`src/hdl/nlt_pkg.sv`:
```
// Package: types and constants for the neighbour liveness table.
package nlt_pkg;

    localparam int MAX_PEERS = 16;
    localparam int SLOT_W    = $clog2(MAX_PEERS);
    localparam int CNT_W     = $clog2(MAX_PEERS + 1);
    localparam int CFG_IDX_W = 1;

    localparam logic [CFG_IDX_W-1:0] CFG_SELF_MAC     = 1'd0;
    localparam logic [CFG_IDX_W-1:0] CFG_LOSS_TIMEOUT = 1'd1;

    localparam logic [1:0] ST_UNKNOWN = 2'd0;
    localparam logic [1:0] ST_ACTIVE  = 2'd1;
    localparam logic [1:0] ST_LOST    = 2'd2;
    localparam logic [1:0] ST_SLEEP   = 2'd3;

    localparam logic [2:0] PT_HEARTBEAT = 3'd0;
    localparam logic [2:0] PT_DISCOVERY = 3'd1;
    localparam logic [2:0] PT_SLEEP     = 3'd4;
    localparam logic [2:0] PT_WAKE      = 3'd5;

    localparam logic [2:0] EV_UPDATED = 3'd0;
    localparam logic [2:0] EV_JOINED  = 3'd1;
    localparam logic [2:0] EV_FULL    = 3'd2;
    localparam logic [2:0] EV_OWN     = 3'd3;
    localparam logic [2:0] EV_LOST    = 3'd4;
    localparam logic [2:0] EV_DONE    = 3'd5;

    typedef struct packed {
        logic        mode;
        logic [31:0] now_ms;
        logic [47:0] src_mac;
        logic [47:0] sender_mac;
        logic [2:0]  packet_type;
        logic        payload_ok;
        logic signed [7:0] rssi;
        logic [7:0]  reported_neighbours;
    } item_t;

    typedef struct packed {
        logic [2:0]  event_res;
        logic [3:0]  slot;
        logic [47:0] node_mac;
        logic [4:0]  active_count;
        logic        last;
    } result_t;

    typedef enum logic [2:0] {
        S_IDLE,
        S_SCAN,
        S_WRITE,
        S_SWEEP,
        S_DONE
    } state_t;

endpackage

```
`src/hdl/neighbour_liveness_table.sv`:
```
// Top level: neighbour liveness table with memory-held entries and a scanning sequencer.
//
// Usage: pulse start with one word on item while busy is low. Mode 0 is a
// received packet, mode 1 a loss sweep. Results appear on result for one
// cycle each, marked by result_valid; result.last closes an item's results.
// The receiver cannot stall; results are never held back.
// Configuration: cfg_we, cfg_index, cfg_data, written while idle.
// Operation: the entry memory is read one entry a cycle through a registered
// read port. A packet scans the stored entries until it finds its source or
// passes the entry count, then ends in the write state, which writes the
// entry back or reports a full table; busy is high through scan and write.
// An own packet is answered through the result register and never raises
// busy. A sweep reads every stored entry once, writing lost ones back in the
// same pass, with one result per lost peer plus the closing summary word.
// The active count is kept in a register beside the memory and adjusted on
// every status change, so it never needs a separate scan.
// Reset clears the entry count, the active count and the sequencer; the
// memory contents are undefined and are only used below the entry count.
module neighbour_liveness_table
    import nlt_pkg::*;
(
    input  logic          clk,
    input  logic          rst_n,
    input  logic          start,
    output logic          busy,
    input  item_t         item,
    output logic          result_valid,
    output result_t       result,
    input  logic          cfg_we,
    input  logic [CFG_IDX_W-1:0] cfg_index,
    input  logic [47:0]   cfg_data
);

    localparam int ENT_W = 48 + 2 + 32 + 8 + 8;

    typedef struct packed {
        logic [47:0] mac;
        logic [1:0]  status;
        logic [31:0] seen;
        logic [7:0]  rssi;
        logic [7:0]  rep;
    } entry_t;

    entry_t mem [MAX_PEERS];
    entry_t rd_reg;

    logic [47:0] self_mac_reg;
    logic [31:0] loss_timeout_reg;

    state_t state_reg, state_next;
    item_t  item_reg;
    logic [CNT_W-1:0] count_reg, count_next;
    logic [CNT_W-1:0] act_reg, act_next;
    logic [CNT_W-1:0] rd_idx_reg, rd_idx_next;   // address issued
    logic [CNT_W-1:0] ck_idx_reg, ck_idx_next;   // address of data in rd_reg
    logic             ck_vld_reg, ck_vld_next;
    logic [SLOT_W-1:0] slot_reg, slot_next;
    logic             found_reg, found_next;
    entry_t           hit_reg, hit_next;

    logic             we;
    logic [SLOT_W-1:0] waddr;
    entry_t           wdata;
    logic             res_v;
    result_t          res;
    logic             res_v_reg;
    result_t          res_reg;

    logic [31:0] age;
    logic        due;

    always_ff @(posedge clk or negedge rst_n)
    begin
        if (!rst_n)
        begin
            self_mac_reg     <= '0;
            loss_timeout_reg <= 32'd10000;
        end
        else if (cfg_we)
        begin
            case (cfg_index)
                CFG_SELF_MAC:     self_mac_reg <= cfg_data;
                CFG_LOSS_TIMEOUT: loss_timeout_reg <= cfg_data[31:0];
                default:          ;
            endcase
        end
    end

    // synchronous memory, one write and one read port
    always_ff @(posedge clk)
    begin
        if (we)
            mem[waddr] <= wdata;
        rd_reg <= mem[rd_idx_reg[SLOT_W-1:0]];
    end

    always_ff @(posedge clk or negedge rst_n)
    begin
        if (!rst_n)
        begin
            state_reg  <= S_IDLE;
            count_reg  <= '0;
            act_reg    <= '0;
            rd_idx_reg <= '0;
            ck_idx_reg <= '0;
            ck_vld_reg <= 1'b0;
            found_reg  <= 1'b0;
            res_v_reg  <= 1'b0;
        end
        else
        begin
            state_reg  <= state_next;
            count_reg  <= count_next;
            act_reg    <= act_next;
            rd_idx_reg <= rd_idx_next;
            ck_idx_reg <= ck_idx_next;
            ck_vld_reg <= ck_vld_next;
            found_reg  <= found_next;
            res_v_reg  <= res_v;
        end
    end

    always_ff @(posedge clk)
    begin
        if (start && !busy)
            item_reg <= item;
        slot_reg <= slot_next;
        hit_reg  <= hit_next;
        res_reg  <= res;
    end

    assign busy         = (state_reg != S_IDLE);
    assign result_valid = res_v_reg;
    assign result       = res_reg;

    assign age = item_reg.now_ms - rd_reg.seen;
    assign due = ((rd_reg.status == ST_ACTIVE) || (rd_reg.status == ST_UNKNOWN))
                 && (age > loss_timeout_reg);

    // next state
    always_comb
    begin
        state_next = state_reg;
        case (state_reg)
            S_IDLE:
            begin
                if (start)
                begin
                    if (item.mode)
                        state_next = S_SWEEP;
                    else if (item.sender_mac != self_mac_reg)
                        state_next = S_SCAN;
                end
            end
            S_SCAN:
            begin
                if ((ck_vld_reg && rd_reg.mac == item_reg.src_mac) ||
                    (ck_idx_reg >= count_reg))
                    state_next = S_WRITE;
            end
            S_WRITE:  state_next = S_IDLE;
            S_SWEEP:
            begin
                if (ck_idx_reg >= count_reg)
                    state_next = S_IDLE;
            end
            default:  state_next = S_IDLE;
        endcase
    end

    // datapath and outputs
    always_comb
    begin
        logic [1:0]  st_new;
        logic [2:0]  ev;
        logic [CNT_W-1:0] act_new;
        entry_t      e;
        count_next  = count_reg;
        act_next    = act_reg;
        rd_idx_next = rd_idx_reg;
        ck_idx_next = ck_idx_reg;
        ck_vld_next = ck_vld_reg;
        found_next  = found_reg;
        slot_next   = slot_reg;
        hit_next    = hit_reg;
        we          = 1'b0;
        waddr       = slot_reg;
        wdata       = rd_reg;
        res_v       = 1'b0;
        res         = '0;
        st_new      = ST_UNKNOWN;
        ev          = EV_UPDATED;
        act_new     = act_reg;
        e           = hit_reg;
        case (state_reg)
            S_IDLE:
            begin
                rd_idx_next = '0;
                ck_idx_next = '0;
                ck_vld_next = 1'b0;
                found_next  = 1'b0;
                if (start)
                begin
                    if (!item.mode && item.sender_mac == self_mac_reg)
                    begin
                        res_v            = 1'b1;
                        res.event_res    = EV_OWN;
                        res.node_mac     = item.sender_mac;
                        res.active_count = act_reg;
                        res.last         = 1'b1;
                    end
                    else
                    begin
                        rd_idx_next = CNT_W'(1);
                        ck_vld_next = 1'b1;
                    end
                end
            end
            S_SCAN:
            begin
                rd_idx_next = rd_idx_reg + CNT_W'(1);
                ck_idx_next = ck_idx_reg + CNT_W'(1);
                slot_next   = ck_idx_reg[SLOT_W-1:0];
                if (ck_vld_reg && ck_idx_reg < count_reg &&
                    rd_reg.mac == item_reg.src_mac)
                begin
                    found_next = 1'b1;
                    hit_next   = rd_reg;
                end
                else if (ck_idx_reg >= count_reg)
                begin
                    slot_next = count_reg[SLOT_W-1:0];
                    hit_next.mac    = item_reg.src_mac;
                    hit_next.status = ST_UNKNOWN;
                    hit_next.rep    = '0;
                end
            end
            S_WRITE:
            begin
                // next item's first read must address entry 0
                rd_idx_next = '0;
                if (!found_reg && count_reg >= CNT_W'(MAX_PEERS))
                begin
                    res_v            = 1'b1;
                    res.event_res    = EV_FULL;
                    res.node_mac     = item_reg.src_mac;
                    res.active_count = act_reg;
                    res.last         = 1'b1;
                end
                else
                begin
                    if (!found_reg)
                        count_next = count_reg + CNT_W'(1);
                    e.seen = item_reg.now_ms;
                    e.rssi = item_reg.rssi;
                    st_new = hit_reg.status;
                    if ((item_reg.packet_type == PT_HEARTBEAT ||
                         item_reg.packet_type == PT_DISCOVERY) && item_reg.payload_ok)
                    begin
                        if (item_reg.packet_type == PT_HEARTBEAT)
                            e.rep = item_reg.reported_neighbours;
                        if (hit_reg.status == ST_LOST || hit_reg.status == ST_UNKNOWN)
                            ev = EV_JOINED;
                        st_new = ST_ACTIVE;
                    end
                    else if (item_reg.packet_type == PT_SLEEP)
                        st_new = ST_SLEEP;
                    else if (item_reg.packet_type == PT_WAKE)
                        st_new = ST_ACTIVE;
                    e.status = st_new;
                    act_new = act_reg - CNT_W'(hit_reg.status == ST_ACTIVE)
                              + CNT_W'(st_new == ST_ACTIVE);
                    act_next = act_new;
                    we       = 1'b1;
                    waddr    = slot_reg;
                    wdata    = e;
                    res_v            = 1'b1;
                    res.event_res    = ev;
                    res.slot         = 4'(slot_reg);
                    res.node_mac     = e.mac;
                    res.active_count = act_new;
                    res.last         = 1'b1;
                end
            end
            S_SWEEP:
            begin
                rd_idx_next = rd_idx_reg + CNT_W'(1);
                ck_idx_next = ck_idx_reg + CNT_W'(1);
                if (ck_idx_reg < count_reg)
                begin
                    if (due)
                    begin
                        act_new = act_reg - CNT_W'(rd_reg.status == ST_ACTIVE);
                        act_next = act_new;
                        we       = 1'b1;
                        waddr    = ck_idx_reg[SLOT_W-1:0];
                        wdata    = rd_reg;
                        wdata.status = ST_LOST;
                        res_v            = 1'b1;
                        res.event_res    = EV_LOST;
                        res.slot         = 4'(ck_idx_reg[SLOT_W-1:0]);
                        res.node_mac     = rd_reg.mac;
                        res.active_count = act_new;
                    end
                end
                else
                begin
                    rd_idx_next      = '0;
                    res_v            = 1'b1;
                    res.event_res    = EV_DONE;
                    res.active_count = act_reg;
                    res.last         = 1'b1;
                end
            end
            default: ;
        endcase
    end

endmodule
```
`config.mk`:
```
export PLATFORM = sky130hd
export DESIGN_NAME = neighbour_liveness_table
export DESIGN_NICKNAME = d
export VERILOG_FILES = /design/src/hdl/nlt_pkg.sv /design/src/hdl/neighbour_liveness_table.sv
export SDC_FILE = /design/constraint.sdc
export NUM_CORES = 2
export LEC_CHECK = 0
export ABC_AREA = 1
export BUFFER_PORTS_ARGS = -buffer_cell sky130_fd_sc_hd__buf_2
export CORE_ASPECT_RATIO = 1.4
export CORE_UTILIZATION = 64
export CTS_BUF_LIST = sky130_fd_sc_hd__clkbuf_2
export DETAILED_ROUTE_END_ITERATION = 10
export PLACE_DENSITY = 0.82
export SYNTH_ARGS = -nofsm -noshare
export SYNTH_HDL_FRONTEND = slang
export SYNTH_SLANG_ARGS = --single-unit
```
`constraint.sdc`:
```
create_clock -name clk -period 8.27 [get_ports clk]
set_clock_uncertainty 0.15 [all_clocks]
set_input_delay 1.2405 -clock clk [delete_from_list [all_inputs] [get_ports clk]]
set_output_delay 1.2405 -clock clk [all_outputs]
set_load 0.005 [all_outputs]
```
======== Yosys cells after proc, flatten, opt, wreduce, memory -nomap -nowiden ========
Memory sizes are Yosys's and may differ from the RTL's. A register that Yosys moved wholly into a read port is not among the register bits.
Cells that the tools add are included.
word-level totals
  bits in registers ....................... 329
  bits in latches ......................... 0
  bits in writable memories ............... 1568
  ROM bits ................................ 0
  memories ................................ 1
memory list
  memory  depth  bits a word  rd ports  clocked after Yosys merged registers in  wr ports  line                            text
  mem     16     98           1         1                                        1         neighbour_liveness_table.sv:44  entry_t mem [MAX_PEERS];
cells by class
  add/subtract/negate cells ............... 7
  multipliers ............................. 0
  div/mod/pow operators ................... 0
  magnitude comparators ................... 4
  equal/unequal tests ..................... 21
  shift operators ......................... 0
  muxes and demuxes ....................... 66
  bitwise gates (word level) .............. 3
  reduce and logical (&&, ||, !) cells .... 33
operators with widths
  operator                                     count
  2-to-1 mux 50 bit                            4
  case mux 98 bit (2 select lines)             1
  2-to-1 mux 54 bit                            3
  case mux 54 bit (3 select lines)             1
  2-to-1 mux 98 bit                            1
  == test 48 bit                               2
  2-to-1 mux 60 bit                            1
  2-to-1 mux 52 bit                            1
  != test 48 bit                               1
  > comparator 32 bit                          1
  2-to-1 mux 8 bit                             4
  subtractor 32 bit                            1
  2-to-1 mux 5 bit                             5
  2-to-1 mux 4 bit                             6
  2-to-1 mux 3 bit                             7
  case mux 5 bit (2 select lines)              2
  case mux 5 bit (4 select lines)              1
  case mux 3 bit (3 select lines)              2
  2-to-1 mux 1 bit                             16
  adder 5 x 1 -> 5 bit, second input constant  3
  2-to-1 mux 2 bit                             7
  != test 2 bit, second input constant         7
  subtractor 5 x 1 -> 5 bit                    2
  logical AND 1 bit                            8
  25 further kinds                             47

======== Longest topological paths before layout ========
  depth in word-level cells ............... 10
  depth in mapped cells ................... 30

======== Worst setup path before layout ========
Ideal clock, no wire load.
  path kind ............................... reg2reg
  start ................................... reg item_reg[116] (netlist name)
  end ..................................... mem mem[12][16] (netlist name), enable pin
  library setup time ...................... 0.525 ns
  arrival time ............................ 6.801 ns
  required time ........................... 7.595 ns
  path slack .............................. 0.794 ns
  cell stages (with the launch flop) ...... 31
  path buffers ............................ 1
  cell sequence ........................... edfxtp_1 inv_1 ha_1 inv_1 fa_1 nand3_1 nand2_1 nand2_1 nand2_1 inv_1 o21ai_1 a21oi_1 inv_1 nand4_1 nand2_1 nand2_1 nand2_1 ha_1 nand2_1 nor2_4 nand2_2 nor3b_4 nand2_2 nand2_4 nand3_2 buf_6 nand2_4 nand2_4 nor2_4 inv_2 nor2_1
between the ends
  longest elaborated chain between the ends .. 8
RTL lines
  what                                    line                             text
  start: declaration                      neighbour_liveness_table.sv:51   item_t item_reg;
  start signal: assignment                neighbour_liveness_table.sv:126  item_reg <= item;
  subtractor 32 bit *                     neighbour_liveness_table.sv:136  assign age = item_reg.now_ms - rd_reg.seen;
  > comparator 32 bit *                   neighbour_liveness_table.sv:138  && (age > loss_timeout_reg);
  logical AND 1 bit *                     neighbour_liveness_table.sv:138
  2-to-1 mux 1 bit                        neighbour_liveness_table.sv:291  if (due)
  2-to-1 mux 1 bit                        neighbour_liveness_table.sv:289  if (ck_idx_reg < count_reg)
  case mux 1 bit (2 select lines)         neighbour_liveness_table.sv:195  case (state_reg)
  2-to-1 mux 1 bit                        neighbour_liveness_table.sv:92   if (we)
  2-to-1 mux 1 bit (implied by the code)  neighbour_liveness_table.sv:93   mem[waddr] <= wdata;
  end: declaration                        neighbour_liveness_table.sv:44
Every way passes the cells marked *; elsewhere a longest branch is shown, timed or not.

======== Worst setup path after layout ========
  start ................................... reg item_reg[116] (netlist name)
  end ..................................... mem mem[9][41] (netlist name), enable pin
Same word-level chain as after synthesis.

==> results.yml <==
clock_tree:
  cts_tree: "done"
  clock_latency_ns: 1.70
  clockBufferDepth: 4
  cts-root-buf: "clkbuf_2"
  htreeDepth: 5
  post_cts_resized: 0
  path_clk_slew_ns: 0.11
  cts_buffers: 385
  cts_sinks: 1697
critical_path:
  worst_path_max_delay_cell: "nor2_4"
  timing.rr.end: "mem[9][41]$_DFFE_PP_"
  crit_path_end_kind: "register"
  cp_max_fo: 23
  crit_path_frequent_cell: "nand2_1"
  worst-setup-path-type: "register to register"
  worstPathArrival_ns: 7.44
  crit_path_max_incr_delay_ns: 0.80
  cp_data_required_time_ns: 9.28
  cp-start-kind: "register"
  r2r_cells: 29
  r2r_start: "item_reg[116]$_DFFE_PP_"
  ff2ff_setup_slack_ns: 1.84
synth:
  synth.ff_latch_count: 1697
  yosysTopAreaCell: "edfxtp_1"
  ys_top_cells_by_area: "edfxtp_1 62%, mux2i_1 4.7%, o21ai_0 4.1%"
  netlist.area_leader.share: 0.618
  synth_edf_count: 1450
  yosysUniqueCellTypes: 52
  synth.avg_cell_area_um2: 12.5
  synth_ff_type: "edfxtp_1"
  synthArstFlopShare: 0.0613
  yosysWarningCount: 0
  syn_area_mm2: 0.0705
  ys_seq_area_frac: 0.695
  syn_nets: 5931
  netlist_instances: 5647
global_routing:
  grt.total_usage: 0.359
  grt_pass1_wl_um: 290000
  first_global_vias: 48123
  antenna_found_initial: 15
  grt_max_degree: 166
  grt-ovfl-total: 0
routing:
  dr.first_iter.drc_count: 5495
  top_layer_used: "met5"
  num_vias: 48923
  met2_length_um: 92800
  wl_met1_um: 68700
  drc: 0
  routedWlPerCell_um: 25.0
  routed_via_density: 6.12
  wl_met3_um: 24700
  routed_wirelength_um: 200000
  ant_nets: 0
  first_pass_iters: 8
floorplanning:
  ios: 265
  core_mm2: 0.109
  die_x_um: 282
  num_rows: 143
  die_area_mm2: 0.111
  start_util: 0.648
  fp.dieH_um: 395
cells_and_area:
  final_nets: 6521
  final_cell_mix: "1450 x edfxtp_1, 657 x nand2_1, 608 x inv_1"
  largest_reg_flops: 1312
  mostFrequentLayoutCell: "edfxtp_1"
  design_area_mm2: 0.0787
  multiInputGateArea_mm2: 0.0179
  final_layout_size_suffix_gt1_frac: 0.159
  seqCellArea_mm2: 0.0490
  syn2layout_area_growth_pct: 11.7
  nFillCells: 6907
power:
  power_leakage_uw: 0.0302
  powerDensity_mw_per_mm2: 347
  peakVddDrop_uv: 248
place:
  gp_congestion: 1.01
  io_buffers: 248
  postPlaceCellArea_mm2: 0.0733
  dp_hpwl_um: 113000
sta:
  rsz0062_at_grt: "false"
  final-hold-violation-count: 0
  max_slew_margin: 0.0452
  fmax_mhz: 155
  setup_viol: 0
  period_needed_ns: 6.43
  drv_slew: 0
  worstMarginPinSlew_ns: 1.43
  tns_ns: 0
  min_period_over_period: 0.778
hold_path:
  hold_path_class: "input port to register"
  hold_depth: 2
  worstHoldEndpoint: "item_reg[69]$_DFFE_PP_"
  worstHoldStart: "item[69]"
job:
  drv_cap: 0
status:
  status: "finished, final reports clean"
cells in the mapped netlist (80+ instances only):
cell / count
edfxtp_1: 1450
nand2_1: 659
inv_1: 609
o21ai_0: 582
a21oi_1: 401
o211ai_1: 338
mux2i_1: 328
clkbuf_1: 251
nor2_1: 169
dfxtp_1: 143
nand3_1: 128
dfrtp_1: 99
ha_1: 80
per-layer routing:
layer / up-vias / GRT usage
li1: 21651 / -
met3: 661 / 0.108
met4: 10 / 0.244
met5: - / 0
met2: 3374 / 0.558
met1: 23227 / 0.431
cell families after synthesis:
kind of cell / Yosys count / synth area share
xor+xnor: 78 / 0.00969
mux: 339 / 0.0483
simple gates: 1123 / 0.0683
compound gates: 1372 / 0.111
buf+inv: 956 / 0.0525
fa+ha+maj: 82 / 0.0148
flops: 1697 / 0.695
where the power goes:
group | leakage, uW | internal, uW | switching [uW] | total, uW
logic | 0.0120 | 2840 | 6660 | 9510
registers | 0.0155 | 12000 | 648 | 12600
clock network | 0.00265 | 2020 | 3190 | 5200
worst max-delay path by stage:
stage	startpoint	end	slack [ns]	depth (start not counted)
after global routing	item_reg[116]$_DFFE_PP_	mem[9][41]$_DFFE_PP_	1.51	29
after CTS	item_reg[116]$_DFFE_PP_	mem[9][41]$_DFFE_PP_	1.91	29
after detailed placement	item_reg[116]$_DFFE_PP_	mem[9][34]$_DFFE_PP_	1.97	29
after global placement	item_reg[116]$_DFFE_PP_	mem[9][38]$_DFFE_PP_	2.06	29
after floorplan	item_reg[116]$_DFFE_PP_	mem[12][16]$_DFFE_PP_	0.79	30
final	item_reg[116]$_DFFE_PP_	mem[9][41]$_DFFE_PP_	1.84	29
what timing repair did:
action / 4_1_cts / 5_1_grt
endpoints found under the hold margin: 249 / 0
buffers inserted: 0 / 0
hold buffers: 186 / 0
endpoints found under the setup margin: 0 / 0
per-stage QoR:
stage | total power, uW | worst slack [ns] | std cells | util | hold WS (ns)
3_5_place_dp | 21900 | 1.97 | 7113 | 0.674 | 0.318
6_report | 27300 | 1.84 | 7989 | 0.723 | 0.133
4_1_cts | 27000 | 1.91 | 7979 | 0.723 | 0.00409
5_1_grt | 28700 | 1.51 | 7982 | 0.723 | 0.0285
3_3_place_gp | 21500 | 2.06 | 7113 | 0.674 | 0.317
2_1_floorplan | 18700 | 0.794 | 5647 | - | 0.295
worst max-delay path, delay by kind of cell (launching register included):
family	cells	cell delay [ns]
fa+ha+maj	3	0.83
simple gates	17	2.75
buf+inv	6	0.95
flops	1	0.37
compound gates	3	0.92
area by class of cell:
cell class / instances / share of cell area
Sequential cell: 1697 / 0.623
Multi-Input combinational cell: 2994 / 0.228
Timing Repair Buffer: 538 / 0.0522
Clock buffer: 569 / 0.0362
Inverter: 621 / 0.0298
Tap cell: 1450 / 0.0231
Clock inverter: 111 / 0.00773
Antenna cell: 9 / 0.000286
Note: power is estimated with default switching activity, not from simulation.
